File: config.mk
export PLATFORM = sky130hd
export DESIGN_NAME = hfl_fwd_mem
export DESIGN_NICKNAME = d
export VERILOG_FILES = /design/src/hdl/assert_macros.svh /design/src/hdl/hfl_pkg.sv /design/src/hdl/hfl_fwd_mem.sv
export SDC_FILE = /design/constraint.sdc
export NUM_CORES = 1
export LEC_CHECK = 0
export BUFFER_PORTS_ARGS = -buffer_cell sky130_fd_sc_hd__buf_4
export CAP_MARGIN = 5
export CORE_UTILIZATION = 45
export CTS_BUF_LIST = sky130_fd_sc_hd__clkbuf_16
export DETAILED_ROUTE_END_ITERATION = 10
export MAX_ROUTING_LAYER = met4
export RECOVER_POWER = 25
export REMOVE_ABC_BUFFERS = 1
export SYNTH_ARGS = -nofsm -noshare
export SYNTH_HDL_FRONTEND = slang
export SYNTH_SLANG_ARGS = --single-unit
File: constraint.sdc
create_clock -name clk -period 9.15 [get_ports clk]
set_input_delay 0.4575 -clock clk [delete_from_list [all_inputs] [get_ports clk]]
set_output_delay 0.4575 -clock clk [all_outputs]
set_load 0.005 [all_outputs]
File: src/hdl/assert_macros.svh
// Assertion macros used by hmm_forward_likelihood_unit.
// No dependencies.
`ifndef ASSERT_MACROS_SVH
`define ASSERT_MACROS_SVH

// same-cycle implication, muted during reset
`define AST_IMPLY(lbl, clk, rst, ante, cons, msg) \
  lbl: assert property (@(posedge clk) disable iff (rst) (ante) |-> (cons)) else $error(msg);

// next-cycle implication, muted during reset
`define AST_NEXT(lbl, clk, rst, ante, cons, msg) \
  lbl: assert property (@(posedge clk) disable iff (rst) (ante) |=> (cons)) else $error(msg);

`endif

File: src/hdl/hfl_pkg.sv
// Types and constants for the HMM forward likelihood unit.
// No dependencies.
`default_nettype none
package hfl_pkg;

  localparam int PROB_W  = 16;
  localparam int MANT_W  = 32;
  localparam int EXP_W   = 20;
  localparam int SHIFT_W = 5;

  localparam logic [PROB_W-1:0] ONE_Q15 = 16'h8000;
  localparam logic [MANT_W-1:0] ONE_Q31 = 32'h8000_0000;
  localparam logic [EXP_W-1:0]  EXP_MAX = 20'hF_FFFF;

  typedef enum logic [1:0] {
    OP_START   = 2'd0,
    OP_TRANS   = 2'd1,
    OP_EMIT    = 2'd2,
    OP_OBSERVE = 2'd3
  } op_t;

  typedef enum logic [2:0] {
    ST_IDLE,
    ST_MAC,
    ST_DRAIN,
    ST_NSTART,
    ST_NWAIT,
    ST_OUT
  } state_t;

  typedef struct packed {
    op_t         opcode;
    logic [2:0]  row_state;
    logic [3:0]  column_index;
    logic [15:0] prob_value;
    logic [3:0]  symbol;
    logic        first_symbol;
    logic        last_symbol;
  } cmd_word_t;

  typedef struct packed {
    logic [MANT_W-1:0] prob_mantissa;
    logic [EXP_W-1:0]  prob_exponent;
    logic              exponent_saturated;
  } res_word_t;

  typedef struct packed {
    logic               done;
    logic [SHIFT_W-1:0] shift;
  } norm_res_t;

endpackage
`default_nettype wire

File: src/hdl/hfl_fwd_mem.sv
// Forward vector memory, two banks of Q1.31 entries (old and new vector).
// One write port, one registered read port. Uses hfl_pkg.
`default_nettype none
module hfl_fwd_mem
  import hfl_pkg::*;
#(
  parameter int DEPTH = 16,
  localparam int AW = $clog2(DEPTH)
) (
  input  wire logic              clk,
  input  wire logic              we,
  input  wire logic [AW-1:0]     waddr,
  input  wire logic [MANT_W-1:0] wdata,
  input  wire logic [AW-1:0]     raddr,
  output logic      [MANT_W-1:0] rdata
);

  logic [MANT_W-1:0] mem [DEPTH];

  always_ff @(posedge clk) begin
    if (we) begin
      mem[waddr] <= wdata;
    end
    rdata <= mem[raddr];
  end

endmodule
`default_nettype wire

# Word level (Yosys, flattened, before mapping)
# Memory sizes are Yosys's and may differ from the RTL's. A register that Yosys moved wholly into a read port is not among the register bits.
# Cells that the tools add are included.
[word_totals]
reg_bits = 0
latch_bits = 0
mem_bits_rw = 512
rom_bits = 0
input_bits = 42
wordCells = 3
n_memories = 1
[memory_table]
columns = ["memory", "words", "width", "rd", "rd_clocked_by_memory_dff", "wr", "line", "source"]
rows = [
  ["mem", 16, 32, 1, 1, 1, "hfl_fwd_mem.sv:18", "logic [MANT_W-1:0] mem [DEPTH];"],
]
[op_classes]
n_addsub = 0
mul = 0
n_div = 0
magnitude_cmp = 0
n_eq_ne = 0
n_shift = 0
muxes = 2
n_bitwise = 0
n_reduce_logical = 0
[op_table]
columns = ["op", "n"]
rows = [
  ["$mux 1", 2],
]

# Depth between registers and ports, before layout
[logic_depth]
depth_word = 2
mapped_depth = 5

# Least setup slack after synthesis
# No wires, ideal clock.
[synth_path]
kind = "in2reg"
from = "input port waddr[2]"
to = "memory mem[0][0], enable pin"
setup_time_ns = 0.461
t_arrival_ns = 3.176
required_time_ns = 8.689
slack_ns = 5.513
stages = 2
path_buffers = 0
path_cell_list = "or3b_2 -> nor3_1"
[synth_lines]
columns = ["element", "line", "source"]
rows = [
  ["start: declaration", "hfl_fwd_mem.sv:12", "input wire logic [AW-1:0] waddr,"],
  ["end: declaration", "hfl_fwd_mem.sv:18", ""],
]
# No word-level cell before the write port.

==> results.toml <==
[yosys]
yosysUniqueCellTypes = 18
netlist_instances = 838
synthesis.area_mm2 = 0.01985
ys_ff_latch = 544
avgSynthCellArea_um2 = 23.69
ys_seq_area_share_pct = 80.67
yosysWarnings = 0

[cts]
post_cts_buffers = 0
clkSlewWorstSetupHoldPaths_ns = 0.06
cts_max_level = 2
cts.hold.buffers_added = 0
numCtsBuffers = 53
clk_latency_ns = 0.58
cts_tree = "built"
clock_path_buffers = 3
clockRootBuffer = "clkbuf_16"
clkSinkCount = 544
cts_resized = 0

[global_routing]
grt_pass1_vias = 9148
track_usage_pct = 19.97
overflow = 0
antenna_found_initial = 1
grt_max_degree = 81
grt_pass1_wl_um = 61680

[timing]
maxSlewViolCount = 0
min_period_ns = 2.632
relSlewSlack_pct = 22.19
final.setup.tns_ns = 0
layout_setup_ws_ns = 6.518
finalHoldViolCount = 0
fmax_mhz = 380.0
worstMarginPinSlew_ns = 1.167
setup_viol = 0
finClkSkew_ns = 0.02081
rsz0062_at_grt = "no"
finalCritPeriodShare_pct = 28.76

[cells_and_area]
area_growth_pct = 14.83
nets = 987
regArea_mm2 = 0.01602
fillers = 3336
layout_commonest_cell = "edfxtp_1"
stdcell_area_mm2 = 0.02280
drive_above_1_share_pct = 30.06
multiInputGateArea_mm2 = 0.003750
layout_common_cells = "512 x edfxtp_1, 128 x mux4_2, 67 x buf_4, 64 x a22oi_1, 53 x clkbuf_16"

[min_path]
hold_class = "in -> reg"

[place]
postPlaceCellArea_mm2 = 0.02122
port_buffers = 73
post-place-ws_ns = 5.751
dp_hpwl_um = 19440
gp_congestion = 0.6991

[route]
vias = 8902
drtIter0Drc = 942
detail_route.vias_per_cell = 5.656
drc = 0
routed_wl_um = 42140
drt_pre_antenna_iters = 6
ant_nets = 0
wl_per_cell_um = 26.77

[setup_path]
endpoint_kind = "register"
crit_required_ns = 9.60
crit_type = "in -> reg"
path_max_fanout = 80
cp-start-kind = "primary input"
cp.arrival_ns = 3.08

[outcome]
status = "completed"

[die]
num_rows = 76
dieArea_mm2 = 0.04496
core_area_mm2 = 0.04327
ios = 74
die_x_um = 212.0
start_util_pct = 45.89
die_h_um = 212.0

[pwr]
p_total_mw = 5.144
power.leakage_nw = 7.258
power_density_mw_per_mm2 = 225.6
peakVddDrop_mv = 0.1374

[flow_run]
max_cap_violations = 0
==> power breakdown <==
| group | switching (mW) | internal [mW] | total, mW |
|---|---|---|---|
| Clock | 0.902 | 1.20 | 2.10 |
| Sequential | 0.0186 | 2.79 | 2.80 |
| Combinational | 0.136 | 0.105 | 0.241 |
| Total | 1.06 | 4.09 | 5.14 |
==> state kept, by name, summed over array words and instances, names as in the netlist <==
register  count
mem         512
rdata        32
==> Yosys cell counts <==
cell type	count	area, um^2
dfxtp_1	32	640.6
nor2b_1	2	12.51
mux4_2	128	2883
edfxtp_1	512	15370
nand3b_1	2	15.01
nor2_1	13	48.80
buf_6	2	22.52
clkbuf_1	17	63.81
buf_4	11	82.58
nand2_1	33	123.9
nand3_1	1	5.000
buf_2	4	20.02
and2_1	1	6.260
or3b_2	1	8.760
buf_1	9	33.78
nand2b_1	2	12.51
nor3_1	4	20.02
a22oi_1	64	480.5
==> kinds of logic after synthesis <==
kind of cell,Yosys count,synth area share (%)
mux,128,14.52
compound gates,64,2.420
buf+inv,43,1.122
simple gates,59,1.273
flops,544,80.67
==> worst paths after layout <==
check,from,to,slack (ns),cells after the start
hold / removal,wdata[25],mem[10][25],0.19,1
setup reg to reg,mem[10][3],rdata[3],7.83,3
setup / recovery,raddr[0],rdata[5],6.52,5
hold reg to reg,mem[14][31],rdata[31],0.66,3
==> critical path: stages <==
cell and delay (ns):
clkbuf_8 0.74, buf_4 0.91, mux4_2 0.60, a22oi_1 0.20, nand2_1 0.10
==> per-layer routing <==
layer  track usage, %  up-vias  part of all wire [%]
met5                -        -                     0
met4            4.873        0                   1.8
met3            2.880       58                   5.7
met2            29.62      260                    47
met1            29.46     4786                    46
li1                 -     3798                     -
==> layout make-up <==
| cell class | count | share of cell area [%] |
|---|---|---|
| Multi-Input combinational cell | 251 | 16.45 |
| Tap cell | 585 | 3.211 |
| Sequential cell | 544 | 70.25 |
| Antenna cell | 1 | 0.01098 |
| Timing Repair Buffer | 95 | 2.711 |
| Clock buffer | 53 | 5.817 |
| Clock inverter | 45 | 1.553 |
==> per-stage QoR <==
step	utilization, %	cells	hold WS, ns
after floorplan	-	795	0.5564
after detailed placement	49.04	1475	0.6572
after global placement	49.04	1475	0.6533
final	52.69	1574	0.1929
after CTS	52.92	1573	0.1452
after global routing	52.69	1574	0.1866
(Power assumes the default switching activity.)
