File: src/hdl/assert_macros.svh
// Assertion macros used by hmm_forward_likelihood_unit.
// No dependencies.
`ifndef ASSERT_MACROS_SVH
`define ASSERT_MACROS_SVH

// same-cycle implication, muted during reset
`define AST_IMPLY(lbl, clk, rst, ante, cons, msg) \
  lbl: assert property (@(posedge clk) disable iff (rst) (ante) |-> (cons)) else $error(msg);

// next-cycle implication, muted during reset
`define AST_NEXT(lbl, clk, rst, ante, cons, msg) \
  lbl: assert property (@(posedge clk) disable iff (rst) (ante) |=> (cons)) else $error(msg);

`endif

File: src/hdl/hfl_pkg.sv
// Types and constants for the HMM forward likelihood unit.
// No dependencies.
`default_nettype none
package hfl_pkg;

  localparam int PROB_W  = 16;
  localparam int MANT_W  = 32;
  localparam int EXP_W   = 20;
  localparam int SHIFT_W = 5;

  localparam logic [PROB_W-1:0] ONE_Q15 = 16'h8000;
  localparam logic [MANT_W-1:0] ONE_Q31 = 32'h8000_0000;
  localparam logic [EXP_W-1:0]  EXP_MAX = 20'hF_FFFF;

  typedef enum logic [1:0] {
    OP_START   = 2'd0,
    OP_TRANS   = 2'd1,
    OP_EMIT    = 2'd2,
    OP_OBSERVE = 2'd3
  } op_t;

  typedef enum logic [2:0] {
    ST_IDLE,
    ST_MAC,
    ST_DRAIN,
    ST_NSTART,
    ST_NWAIT,
    ST_OUT
  } state_t;

  typedef struct packed {
    op_t         opcode;
    logic [2:0]  row_state;
    logic [3:0]  column_index;
    logic [15:0] prob_value;
    logic [3:0]  symbol;
    logic        first_symbol;
    logic        last_symbol;
  } cmd_word_t;

  typedef struct packed {
    logic [MANT_W-1:0] prob_mantissa;
    logic [EXP_W-1:0]  prob_exponent;
    logic              exponent_saturated;
  } res_word_t;

  typedef struct packed {
    logic               done;
    logic [SHIFT_W-1:0] shift;
  } norm_res_t;

endpackage
`default_nettype wire

File: src/hdl/hfl_tbl_mem.sv
// Model table memory: start, transition and emission entries in Q1.15.
// One write port, two registered read ports. Uses hfl_pkg.
`default_nettype none
module hfl_tbl_mem
  import hfl_pkg::*;
#(
  parameter int DEPTH = 200,
  localparam int AW = $clog2(DEPTH)
) (
  input  wire logic              clk,
  input  wire logic              we,
  input  wire logic [AW-1:0]     waddr,
  input  wire logic [PROB_W-1:0] wdata,
  input  wire logic [AW-1:0]     raddr_a,
  input  wire logic [AW-1:0]     raddr_b,
  output logic      [PROB_W-1:0] rdata_a,
  output logic      [PROB_W-1:0] rdata_b
);

  logic [PROB_W-1:0] mem [DEPTH];

  always_ff @(posedge clk) begin
    if (we) begin
      mem[waddr] <= wdata;
    end
    rdata_a <= mem[raddr_a];
    rdata_b <= mem[raddr_b];
  end

endmodule
`default_nettype wire

File: config.mk
export PLATFORM = sky130hd
export DESIGN_NAME = hfl_tbl_mem
export DESIGN_NICKNAME = d
export VERILOG_FILES = /design/src/hdl/assert_macros.svh /design/src/hdl/hfl_pkg.sv /design/src/hdl/hfl_tbl_mem.sv
export SDC_FILE = /design/constraint.sdc
export NUM_CORES = 2
export LEC_CHECK = 0
export BUFFER_PORTS_ARGS = -buffer_cell sky130_fd_sc_hd__buf_2
export CAP_MARGIN = 20
export CORE_ASPECT_RATIO = 1.75
export CORE_MARGIN = 3
export CORE_UTILIZATION = 55
export CTS_CLUSTER_SIZE = 30
export DETAILED_ROUTE_END_ITERATION = 12
export MAX_ROUTING_LAYER = met4
export PLACE_DENSITY = 0.71
export SLEW_MARGIN = 20
export SYNTH_ARGS = -nofsm -noshare
export SYNTH_HDL_FRONTEND = slang
export SYNTH_SLANG_ARGS = --single-unit
File: constraint.sdc
create_clock -name clk -period 3.8 [get_ports clk]
set_input_delay 0 -clock clk [delete_from_list [all_inputs] [get_ports clk]]
set_output_delay 0 -clock clk [all_outputs]
set_load 0.02 [all_outputs]
Word-level counts from Yosys, hierarchy flattened --
Memories as Yosys holds them, arrays and structs flattened. A register that Yosys moved wholly into a read port is not among the register bits. Cells that the tools add are included.
Storage, ports and cells: output and inout bits 32, flip-flop bits (word level) 0, bits of input ports 42, memories kept 1, logic and storage cells 3, bits in writable memories 3200
Memory list:
- mem | depth 200, bits a word 16, rd ports 2, clocked after memory_dff 2, wr ports 1, line hfl_tbl_mem.sv:20 | logic [PROB_W-1:0] mem [DEPTH];
Cells by class: muxes and demuxes 2
Operators by type and width (count):
- two-way mux 1 bit | 2

Depth between registers and ports, before layout --
depth after elaboration 2, gate-level depth with buffers 13, mapped depth without buffers 6

Least setup slack after synthesis --
OpenSTA, ideal clock, no wires.
path kind input port to flip-flop, start point input port we, end point memory mem[132][0], enable pin, setup slack 1552 ps, stages on the path 4, arrival 1838 ps, path through clkbuf_1 -> clkbuf_1 -> nand4_1 -> nor3_1
Between the ends: word-level cells in the longest chain between the ends 2
Ends and longest elaborated chain:
- from (decl) | line hfl_tbl_mem.sv:11 | input wire logic we,
- two-way mux 1 bit | line hfl_tbl_mem.sv:23 | if (we) begin
- two-way mux 1 bit (implied by the code) | line hfl_tbl_mem.sv:24 | mem[waddr] <= wdata;
- to (decl) | line hfl_tbl_mem.sv:20
Every way passes these cells.

==> results.yml <==
cts:
  cts_buffers: 296
  clk_latency_ps: 920
  postCtsSetupRepairBufs: 0
  clk_path_buf_depth: 4
  clk_pin_slew_worst_paths_ps: 70
  cts_tree: "yes"
  cts_sinks: 3232
  cts_max_level: 5
  cts_root_buf: "clkbuf_16"
global_route:
  grt_overflow: 0
  grt_use_total_pct: 38.47
  grt_pass1_vias: 86680
  grt_pass1_wl_um: 704300
  antenna_found_initial: 68
  grt_max_degree: 201
sta:
  hold_violations: 0
  period_share_pct: 86.46
  drv_slew: 0
  rsz0062_at_grt: "no"
  setup_slack_ps: 514.6
  setup_violations: 0
  fin_crit_ps: 3285
  relSlewSlack_pct: 14.83
  fin_skew_ps: 69.21
  max_clock_freq_mhz: 304.4
  worstMarginPinSlew_ps: 1261
floorplanning:
  num_io_pins: 74
  num_rows: 252
  fp.dieArea_um2: 277700
  initial_core_util_pct: 55.32
  die_h_um: 694.8
  design.core.area_um2: 269600
  fp.dieW_um: 399.6
layout:
  utilization_pct: 62.23
  fillers: 18130
  area_growth_pct: 12.49
  final_nets: 7483
  drive_gt1_share_pct: 42.47
logic_synthesis:
  syn_area_um2: 149100
  ys_seq_area_share_pct: 64.87
  yosysUniqueCellTypes: 64
  synthArstFlopShare_pct: 0
  yosys.cell_count.top_type: "edfxtp_1"
  synth_warnings: 0
  syn_nets: 6946
  synth_ff_type: "edfxtp_1"
  yosysTopAreaCell: "edfxtp_1"
  synth_area_leaders: "edfxtp_1 64%, mux4_2 27%, mux2i_1 1.3%"
  syn_inst: 6904
  ys_ff_latch: 3232
  synth_edf_count: 3200
  avgSynthCellArea_um2: 21.60
  yosysTopAreaCellShare_pct: 64.44
  synth_common_cells: "3200 x edfxtp_1, 1812 x mux4_2, 258 x nor2_1"
run:
  cap_violations: 0
pwr:
  leakagePower_nw: 52.31
  irDropWorstVdd_mv: 0.3796
  powerDensity_nw_per_um2: 453.3
critical_path:
  crit_arrival_ps: 4090
  cp_max_fo: 2
  crit_path_end_kind: "flip-flop"
  required_ps: 4600
  start_kind: "flip-flop"
  reg2reg_slack_ps: 510
  crit_type: "flip-flop to flip-flop"
routing:
  antenna_left: 0
  detail_route.iter0.violations: 13790
  drt-total-wl_um: 509300
  drc: 0
  viasPerCell: 7.568
  drt_pass1_iterations: 6
  routed-via-count: 85440
  wl_per_cell_um: 45.12
place:
  dpl.hpwl_um: 333700
  io_buffer_count: 73
  gp_congestion: 1.050
  dp_slack_ps: 26.00
min_path:
  min_path_type: "input port to flip-flop"
run_status:
  outcome: "complete, no violations"
layout make-up:
| type | count | area, um2 | share of cell area, % |
|---|---|---|---|
| antenna | 73 | 182.7 | 0.1089 |
| clock buffer | 359 | 7810 | 4.656 |
| clock inverter | 158 | 1329 | 0.7921 |
| inverter | 13 | 76.32 | 0.04550 |
| multi-input combinational | 3114 | 49920 | 29.76 |
| sequential | 3232 | 96730 | 57.66 |
| tap | 3556 | 4449 | 2.652 |
| timing repair buffer | 784 | 7254 | 4.325 |
per-layer routing:
| layer | track usage [%] | vias to the layer above | share of wire, % |
|---|---|---|---|
| li1 | - | 31730 | - |
| met1 | 44.07 | 45220 | 30 |
| met5 | - | - | 0 |
| met2 | 57.61 | 6699 | 48 |
| met3 | 10.22 | 1782 | 12 |
| met4 | 30.39 | 0 | 10 |
timing repair:
item,in CTS,in global routing
hold endpoints to repair,2484,0
hold buffers,38,0
endpoints found under the setup margin,0,0
resized for setup,0,0
worst max-delay path, stage by stage (launching register included):
cell and delay, ps:
edfxtp_1 390, mux4_2 480, mux4_2 500, nand2_1 150, nand3_1 320, o31ai_1 520
buf_4 210, a31oi_1 40, dlygate4sd3_1 580
kinds of logic (layout without fill, tap and decap cells):
family	after synthesis	in the layout	synth area share [%]
other	0	73	0
multiplexers	2057	2057	29.06
AO/OA/AOI/OAI	454	454	2.146
AND/OR/NAND/NOR	603	603	1.870
buffers and inverters	558	1314	2.060
flip-flops	3232	3232	64.87
final timing paths:
path | start | endpoint | cells past startpoint
min | raddr_a[2] | rdata_a[0]$_DFF_P_ | 4
max | mem[22][3]$_DFFE_PP_ | rdata_a[3]$_DFF_P_ | 8
min reg2reg | mem[192][0]$_DFFE_PP_ | rdata_b[0]$_DFF_P_ | 4
max reg2reg | mem[22][3]$_DFFE_PP_ | rdata_a[3]$_DFF_P_ | 8
flip-flops by register name (all words and copies together), names as in the netlist:
| register | flops |
|---|---|
| mem | 3200 |
| rdata_a | 16 |
| rdata_b | 16 |
cells in the final DEF, fill, tap and decap left out, types with 18 or more instances in the layout:
cell type | Yosys | final
a211oi_1 | 28 | 27
a21oi_1 | 49 | 47
a221oi_1 | 47 | 47
a22o_1 | 33 | 33
a22oi_1 | 44 | 44
buf_12 | 1 | 103
buf_2 | 192 | 50
buf_4 | 64 | 572
bufinv_16 | 0 | 18
clkbuf_1 | 179 | 52
clkbuf_16 | 0 | 301
clkinv_1 | 2 | 51
clkinv_2 | 0 | 50
clkinvlp_4 | 0 | 21
dfxtp_1 | 32 | 32
diode_2 | 0 | 73
dlygate4sd3_1 | 0 | 38
edfxtp_1 | 3200 | 3200
mux2_2 | 53 | 53
mux2i_1 | 192 | 190
mux4_2 | 1812 | 1812
nand2_1 | 112 | 112
nand3_1 | 65 | 65
nand4_1 | 18 | 18
nor2_1 | 258 | 65
nor2_2 | 0 | 189
nor2b_1 | 50 | 44
nor3_1 | 30 | 26
o21ai_0 | 54 | 52
o22ai_1 | 97 | 97
metrics by stage:
stage	TNS (ps)	hold WS [ps]	power [W]	instance area, um2	instances
after floorplan	0	98.87	0.04384	149100	6904
after global placement	-2.191	418.9	0.04705	158000	10660
after detailed placement	0	418.6	0.04712	158000	10660
after CTS	0	21.15	0.07594	167500	11220
after global routing	0	109.9	0.07753	167700	11280
final	0	88.52	0.07604	167800	11290
where the power goes:
group / internal (W) / total, W / switching [W]
combinational: 0.00278 / 0.00714 / 0.00435
sequential: 0.0393 / 0.0395 / 0.000181
clock: 0.0159 / 0.0294 / 0.0135
total: 0.0580 / 0.0760 / 0.0180
Note: power is estimated with default switching activity, not from simulation.
