==> config.mk <==
export PLATFORM = sky130hd
export DESIGN_NAME = hfl_norm
export DESIGN_NICKNAME = d
export VERILOG_FILES = /design/src/hdl/assert_macros.svh /design/src/hdl/hfl_pkg.sv /design/src/hdl/hfl_norm.sv
export SDC_FILE = /design/constraint.sdc
export NUM_CORES = 1
export LEC_CHECK = 0
export BUFFER_PORTS_ARGS = -buffer_cell sky130_fd_sc_hd__buf_2
export CORE_MARGIN = 1
export CORE_UTILIZATION = 56
export DETAILED_ROUTE_END_ITERATION = 6
export GPL_ROUTABILITY_DRIVEN = 1
export GPL_TIMING_DRIVEN = 0
export PLACE_DENSITY_LB_ADDON = 0.3
export RECOVER_POWER = 50
export SETUP_SLACK_MARGIN = 0.1
export SLEW_MARGIN = 25
export SYNTH_ARGS = -nofsm -noshare
export SYNTH_HDL_FRONTEND = slang
export SYNTH_SLANG_ARGS = --single-unit
export TNS_END_PERCENT = 100
==> constraint.sdc <==
create_clock -name clk -period 3.49 [get_ports clk]
set_input_delay 0.1745 -clock clk [delete_from_list [all_inputs] [get_ports clk]]
set_output_delay 0.1745 -clock clk [all_outputs]
set_load 0.03 [all_outputs]
==> src/hdl/assert_macros.svh <==
// Assertion macros used by hmm_forward_likelihood_unit.
// No dependencies.
`ifndef ASSERT_MACROS_SVH
`define ASSERT_MACROS_SVH

// same-cycle implication, muted during reset
`define AST_IMPLY(lbl, clk, rst, ante, cons, msg) \
  lbl: assert property (@(posedge clk) disable iff (rst) (ante) |-> (cons)) else $error(msg);

// next-cycle implication, muted during reset
`define AST_NEXT(lbl, clk, rst, ante, cons, msg) \
  lbl: assert property (@(posedge clk) disable iff (rst) (ante) |=> (cons)) else $error(msg);

`endif

==> src/hdl/hfl_pkg.sv <==
// Types and constants for the HMM forward likelihood unit.
// No dependencies.
`default_nettype none
package hfl_pkg;

  localparam int PROB_W  = 16;
  localparam int MANT_W  = 32;
  localparam int EXP_W   = 20;
  localparam int SHIFT_W = 5;

  localparam logic [PROB_W-1:0] ONE_Q15 = 16'h8000;
  localparam logic [MANT_W-1:0] ONE_Q31 = 32'h8000_0000;
  localparam logic [EXP_W-1:0]  EXP_MAX = 20'hF_FFFF;

  typedef enum logic [1:0] {
    OP_START   = 2'd0,
    OP_TRANS   = 2'd1,
    OP_EMIT    = 2'd2,
    OP_OBSERVE = 2'd3
  } op_t;

  typedef enum logic [2:0] {
    ST_IDLE,
    ST_MAC,
    ST_DRAIN,
    ST_NSTART,
    ST_NWAIT,
    ST_OUT
  } state_t;

  typedef struct packed {
    op_t         opcode;
    logic [2:0]  row_state;
    logic [3:0]  column_index;
    logic [15:0] prob_value;
    logic [3:0]  symbol;
    logic        first_symbol;
    logic        last_symbol;
  } cmd_word_t;

  typedef struct packed {
    logic [MANT_W-1:0] prob_mantissa;
    logic [EXP_W-1:0]  prob_exponent;
    logic              exponent_saturated;
  } res_word_t;

  typedef struct packed {
    logic               done;
    logic [SHIFT_W-1:0] shift;
  } norm_res_t;

endpackage
`default_nettype wire

==> src/hdl/hfl_norm.sv <==
// Normalization shift search: largest n <= 31 with sum * 2^n <= 2^31.
// Binary search, one bit of n per cycle. Uses hfl_pkg.
`default_nettype none
module hfl_norm
  import hfl_pkg::*;
#(
  parameter int SUM_W = 35
) (
  input  wire logic             clk,
  input  wire logic             rst,
  input  wire logic             start,
  input  wire logic [SUM_W-1:0] sum,
  output norm_res_t             res
);

  logic [SUM_W-1:0]   s;
  logic [SHIFT_W-1:0] n;
  logic [2:0]         cnt;
  logic               busy;
  logic               done;
  logic [SHIFT_W-1:0] cand;
  logic [SUM_W:0]     lim;
  logic               fits;

  assign cand = n | (SHIFT_W'(1) << cnt);
  // sum << cand <= 2^31  <=>  sum <= 2^(31-cand)
  assign lim  = (SUM_W+1)'(1) << (SHIFT_W'(31) - cand);
  assign fits = ({1'b0, s} <= lim);

  always_ff @(posedge clk) begin
    if (rst) begin
      busy <= 1'b0;
      done <= 1'b0;
    end else begin
      done <= 1'b0;
      if (start) begin
        busy <= 1'b1;
      end else if (busy && cnt == 3'd0) begin
        busy <= 1'b0;
        done <= 1'b1;
      end
    end
  end

  always_ff @(posedge clk) begin
    if (start) begin
      s   <= sum;
      n   <= '0;
      cnt <= 3'(SHIFT_W - 1);
    end else if (busy) begin
      if (fits) begin
        n <= cand;
      end
      cnt <= cnt - 3'd1;
    end
  end

  assign res.done  = done;
  assign res.shift = n;

endmodule
`default_nettype wire

-- Word-level counts from Yosys, hierarchy flattened
Cells that the tools add are included.
- reduce and logical (&&, ||, !) cells: 5
- bitwise operators: 1
- shift operators: 2
- muxes and demuxes: 3
- $lt $le $gt $ge: 1
- $add $sub $neg: 2
- operators by type and width (cell ; number):
    less-or-equal comparator 35 x 36 -> 1 bit ; 1
    << shifter 1 x 5 -> 36 bit, first input constant ; 1
    OR 5 bit ; 1
    << shifter 1 x 3 -> 5 bit, first input constant ; 1
    subtractor 5 bit, first input constant ; 1
    logical NOT 3 bit ; 1
    2-to-1 mux 1 bit ; 3
    subtractor 3 x 1 -> 3 bit, second input constant ; 1
    AND reduction 2 bit ; 1
    nonzero test 2 bit ; 1
    OR reduction 2 bit ; 1
    logical AND 1 bit ; 1
- flip-flop bits (word level): 45
- word-level logic and storage cells: 19
- output and inout port bits: 6
- input port bits: 38

-- Logic depth before layout (Yosys ltp)
- depth after elaboration: 6
- mapped depth: 14
- depth with buffers taken out: 14

-- Least setup slack after synthesis
Ideal clock, no wire load.
- path type: reg-to-reg
- start: register cnt[0]
- end: register n[2]
- library setup time: 0.103 ns
- arrival time: 2.766 ns
- required time: 3.387 ns
- slack: 0.621 ns
- period minus slack after synthesis: 2.869 ns
- stages on the path, launching flop included: 13
- path buffers: 0
- cell sequence: dfxtp_1 ha_1 nor2b_1 nor2_1 nor4_1 nand2_1 ha_1 a21oi_1 nand2_1 a221oi_1 a31o_2 nand4_1 a2111oi_2
- cells in the longest elaborated chain, start to end: 6
- RTL lines (item ; RTL line ; source):
    start: declaration ; hfl_norm.sv:18 ; logic [2:0] cnt;
    start signal: assignment ; hfl_norm.sv:49 ; cnt <= 3'(SHIFT_W - 1);
    start signal: assignment ; hfl_norm.sv:54 ; cnt <= cnt - 3'd1;
    << shifter 1 x 3 -> 5 bit * ; hfl_norm.sv:25 ; assign cand = n | (SHIFT_W'(1) << cnt);
    OR 5 bit * ; hfl_norm.sv:25 ;
    subtractor 5 bit ; hfl_norm.sv:27 ; assign lim = (SUM_W+1)'(1) << (SHIFT_W'(31) - cand);
    << shifter 1 x 5 -> 36 bit ; hfl_norm.sv:27 ;
    less-or-equal comparator 35 x 36 -> 1 bit ; hfl_norm.sv:28 ; assign fits = ({1'b0, s} <= lim);
    AND reduction 2 bit (no line) ; n/a ;
    end signal: assignment ; hfl_norm.sv:52 ; n <= cand;
    end: declaration ; hfl_norm.sv:17 ; logic [SHIFT_W-1:0] n;
Every way passes the cells marked *; elsewhere a longest branch is shown, timed or not.
A chain may end at the register's enable or synchronous reset.

-- Worst setup path after layout
Ends and elaborated chain as after synthesis.

==> metrics.csv <==
metric,value,unit
YS warnings,0,
Final Hold Viols,0,
Pwr per Cell Area,378,nW/µm²
Compound-Gate Fraction of Synth Area,10.7,%
fmax,0.314,GHz
PortBufs,43,
Die ar.,4790,µm²
Final nets,363,
largest net degree at the start of global routing,41,
Vias,1952,
clock sinks,45,
Critical path origin,cnt[0],
Tmin final,3.18,ns
Max Used Layer,met4,
critical path's largest stage delay,0.41,ns
hold_buf cts,0,
Max-slew headroom,44.7,%
Crit. End Element,flip-flop,
Worst-Skew Late Latency,0.30,ns
CTS tree,built,
Synth Area in Simple Gates,19.0,%
FF-to-FF setup slack,0.31,ns
post-synthesis cell count,236,
diodes inserted,0,
CP Capture Point,n[2],
unrepaired setup endpoints after global routing,no,
largest cells by area after synthesis,"edfxtp_1 42%, ha_1 18%, dfxtp_1 7.9%",
Max Cap Violations,0,
Worst VDD drop,0.279,mV
final design utilization,69.7,%
GP Congestion,0.822,
Post-Route WL,4690,µm
row cnt,24,
CTS H-tree depth,2,
Worst Hold Class,primary input to flip-flop,
P_leak,0.00117,µW
Fin Clk Skew,0.00840,ns
1st-iter DRT viols,66,
M1 WL,2130,µm
Setup CP Type,flip-flop to flip-flop,
"CP delay by family, top",simple AND/OR/NAND/NOR gates,
Avg WL per Cell,13.8,µm
status,finished clean,
Syn Area/Cell,10.7,µm²
Initial Utilization,58.2,%
Critical Path Fanout Max,8,
Die Height,69.2,µm
Met2 Routed Length,2260,µm
Slew @ Worst Pin,0.829,ns
Synth Register Bits,45,
synth cell count leaders,"48 x nand2_1, 37 x ha_1, 35 x edfxtp_1, 18 x a21oi_1, 12 x nor2_1",
WP data required,3.69,ns
highest-delay cell along the critical path,dfxtp_1,
R2R Path End,n[2],
layout cells sized above 1,27.3,%
Post-Syn Nets,311,
CP Cell Sequence,inv_1 -> ha_2 -> nand2b_1 -> a21oi_2 -> and2_1 -> nand2_1 -> ha_1 -> nand4_1 -> nor2_4 -> nand2_2 -> nor4_4 -> nor2_2 -> a2111oi_2,
global-route wire length before repair,7800,µm
"FFs w/ async S/R, synth",0,%
most numerous cell in the Yosys netlist,nand2_1,
Routed met3 length,184,µm
R2R cell count,13,
period utilization,91.2,%
Synth cell types,38,
CORE AREA,4350,µm²
PnR worst setup slack,0.308,ns
Post-synth EDFFs,35,
main combinational cell family by area after synthesis,simple AND/OR/NAND/NOR gates,
area growth from synthesis to layout,19.9,%
Arrival @ worst endpoint,3.39,ns
drt pass-1 iters,4,
final HPWL from detailed placement,3500,µm
Via density,5.72,
Startpoint Class,flip-flop,
adder-cell share of the synthesized area,18.3,%
XOR/XNOR share of the synthesized area,0.346,%
register area share after synthesis,49.4,%
mux share of post-synthesis cell area,0,%
# DRC,0,
Root Driver,clkbuf_8,
Synth top area share,41.5,%
ys flop type,edfxtp_1,
Placement Setup Slack,0.0114,ns
GRT Overall Usage,20.8,%
io pins,44,
Mapped Area,2530,µm²
vias in the first global route,1796,
Synth area leader,edfxtp_1,
"Clk pin slew, worst setup/hold paths",0.09,ns
final slew viol count,0,
final setup violation count,0,
post-route ant nets,0,
total congestion overflow,0,
RR Startpoint,cnt[0],
initial antenna violation count,0,
setup TNS,0,ns
WP depth,13,
Clock Tree Buf Depth,2,
chip width,69.2,µm
CTS Buf Count,5,
Crit path buffers/inverters,1,
layout make-up:
cell class	count	area, µm²
clock inverter	3	21.3
buffer	5	33.8
multi-input combinational	179	1340
inverter	7	26.3
fill	314	1320
tap	52	65.1
clock buffer	5	68.8
sequential	45	1250
timing repair buffer	45	230
cell families (layout without fill, tap and decap cells):
kind of cell / after synthesis / after routing
xor+xnor: 1 / 1
simple gates: 98 / 98
compound gates: 43 / 43
flops: 45 / 45
fa+ha+maj: 37 / 37
buf+inv: 12 / 65
metrics by stage:
step	total power (µW)	hold WS (ns)	cells	area (µm²)
detailed placement	824	0.353	331	2810
CTS	1150	0.0285	339	2920
floorplan	759	0.247	236	2530
global placement	815	0.350	331	2810
global route	1210	0.0216	341	3040
finish	1150	0.0330	341	3040
worst register-to-register path, delay by kind of cell (launching register included):
kind,cells,cell delay (ns)
fa+ha+maj,2,0.58
buf+inv,1,0.11
simple gates,8,1.35
compound gates,2,0.66
flops,1,0.41
registers in the layout (all words and copies together), names as in the netlist:
register  flops
busy          1
n             5
cnt           3
done          1
s            35
how the worst min path moves through the flow:
| stage | from | to | slack, ns | cells after the start |
|---|---|---|---|---|
| 4_1_cts | rst | busy | 0.03 | 2 |
| 5_1_grt | sum[26] | s[26] | 0.02 | 1 |
| 2_1_floorplan | rst | busy | 0.25 | 1 |
| 6_report | rst | busy | 0.03 | 2 |
| 3_3_place_gp | sum[34] | s[34] | 0.35 | 1 |
| 3_5_place_dp | sum[34] | s[34] | 0.35 | 1 |
where the power goes:
| group | leakage [µW] | switching (µW) | internal [µW] |
|---|---|---|---|
| combinational | 0.000702 | 111 | 80.8 |
| sequential | 0.000424 | 16.8 | 619 |
| clock | 0.0000462 | 177 | 142 |
routing by layer:
layer,up-vias,GRT usage [%]
met1,922,25.0
met5,-,0
met3,12,5.96
li1,974,-
met2,44,34.1
met4,0,10.2
timing repair:
| item | in CTS | in global routing |
|---|---|---|
| setup endpoints to repair | 4 | 5 |
| gates resized for setup | 3 | 24 |
| pin swaps | 0 | 1 |
| setup buffers | 0 | 2 |
cells in the final DEF (no fill, tap or decap), types with 7 or more instances in the layout:
master    count
nand2_1      47
buf_2        43
ha_1         36
edfxtp_1     35
a21oi_1      15
nor2_1       12
dfxtp_1      10
o21ai_0       8
inv_1         7
nand4_1       7
Power figures use the tool's default switching activity.
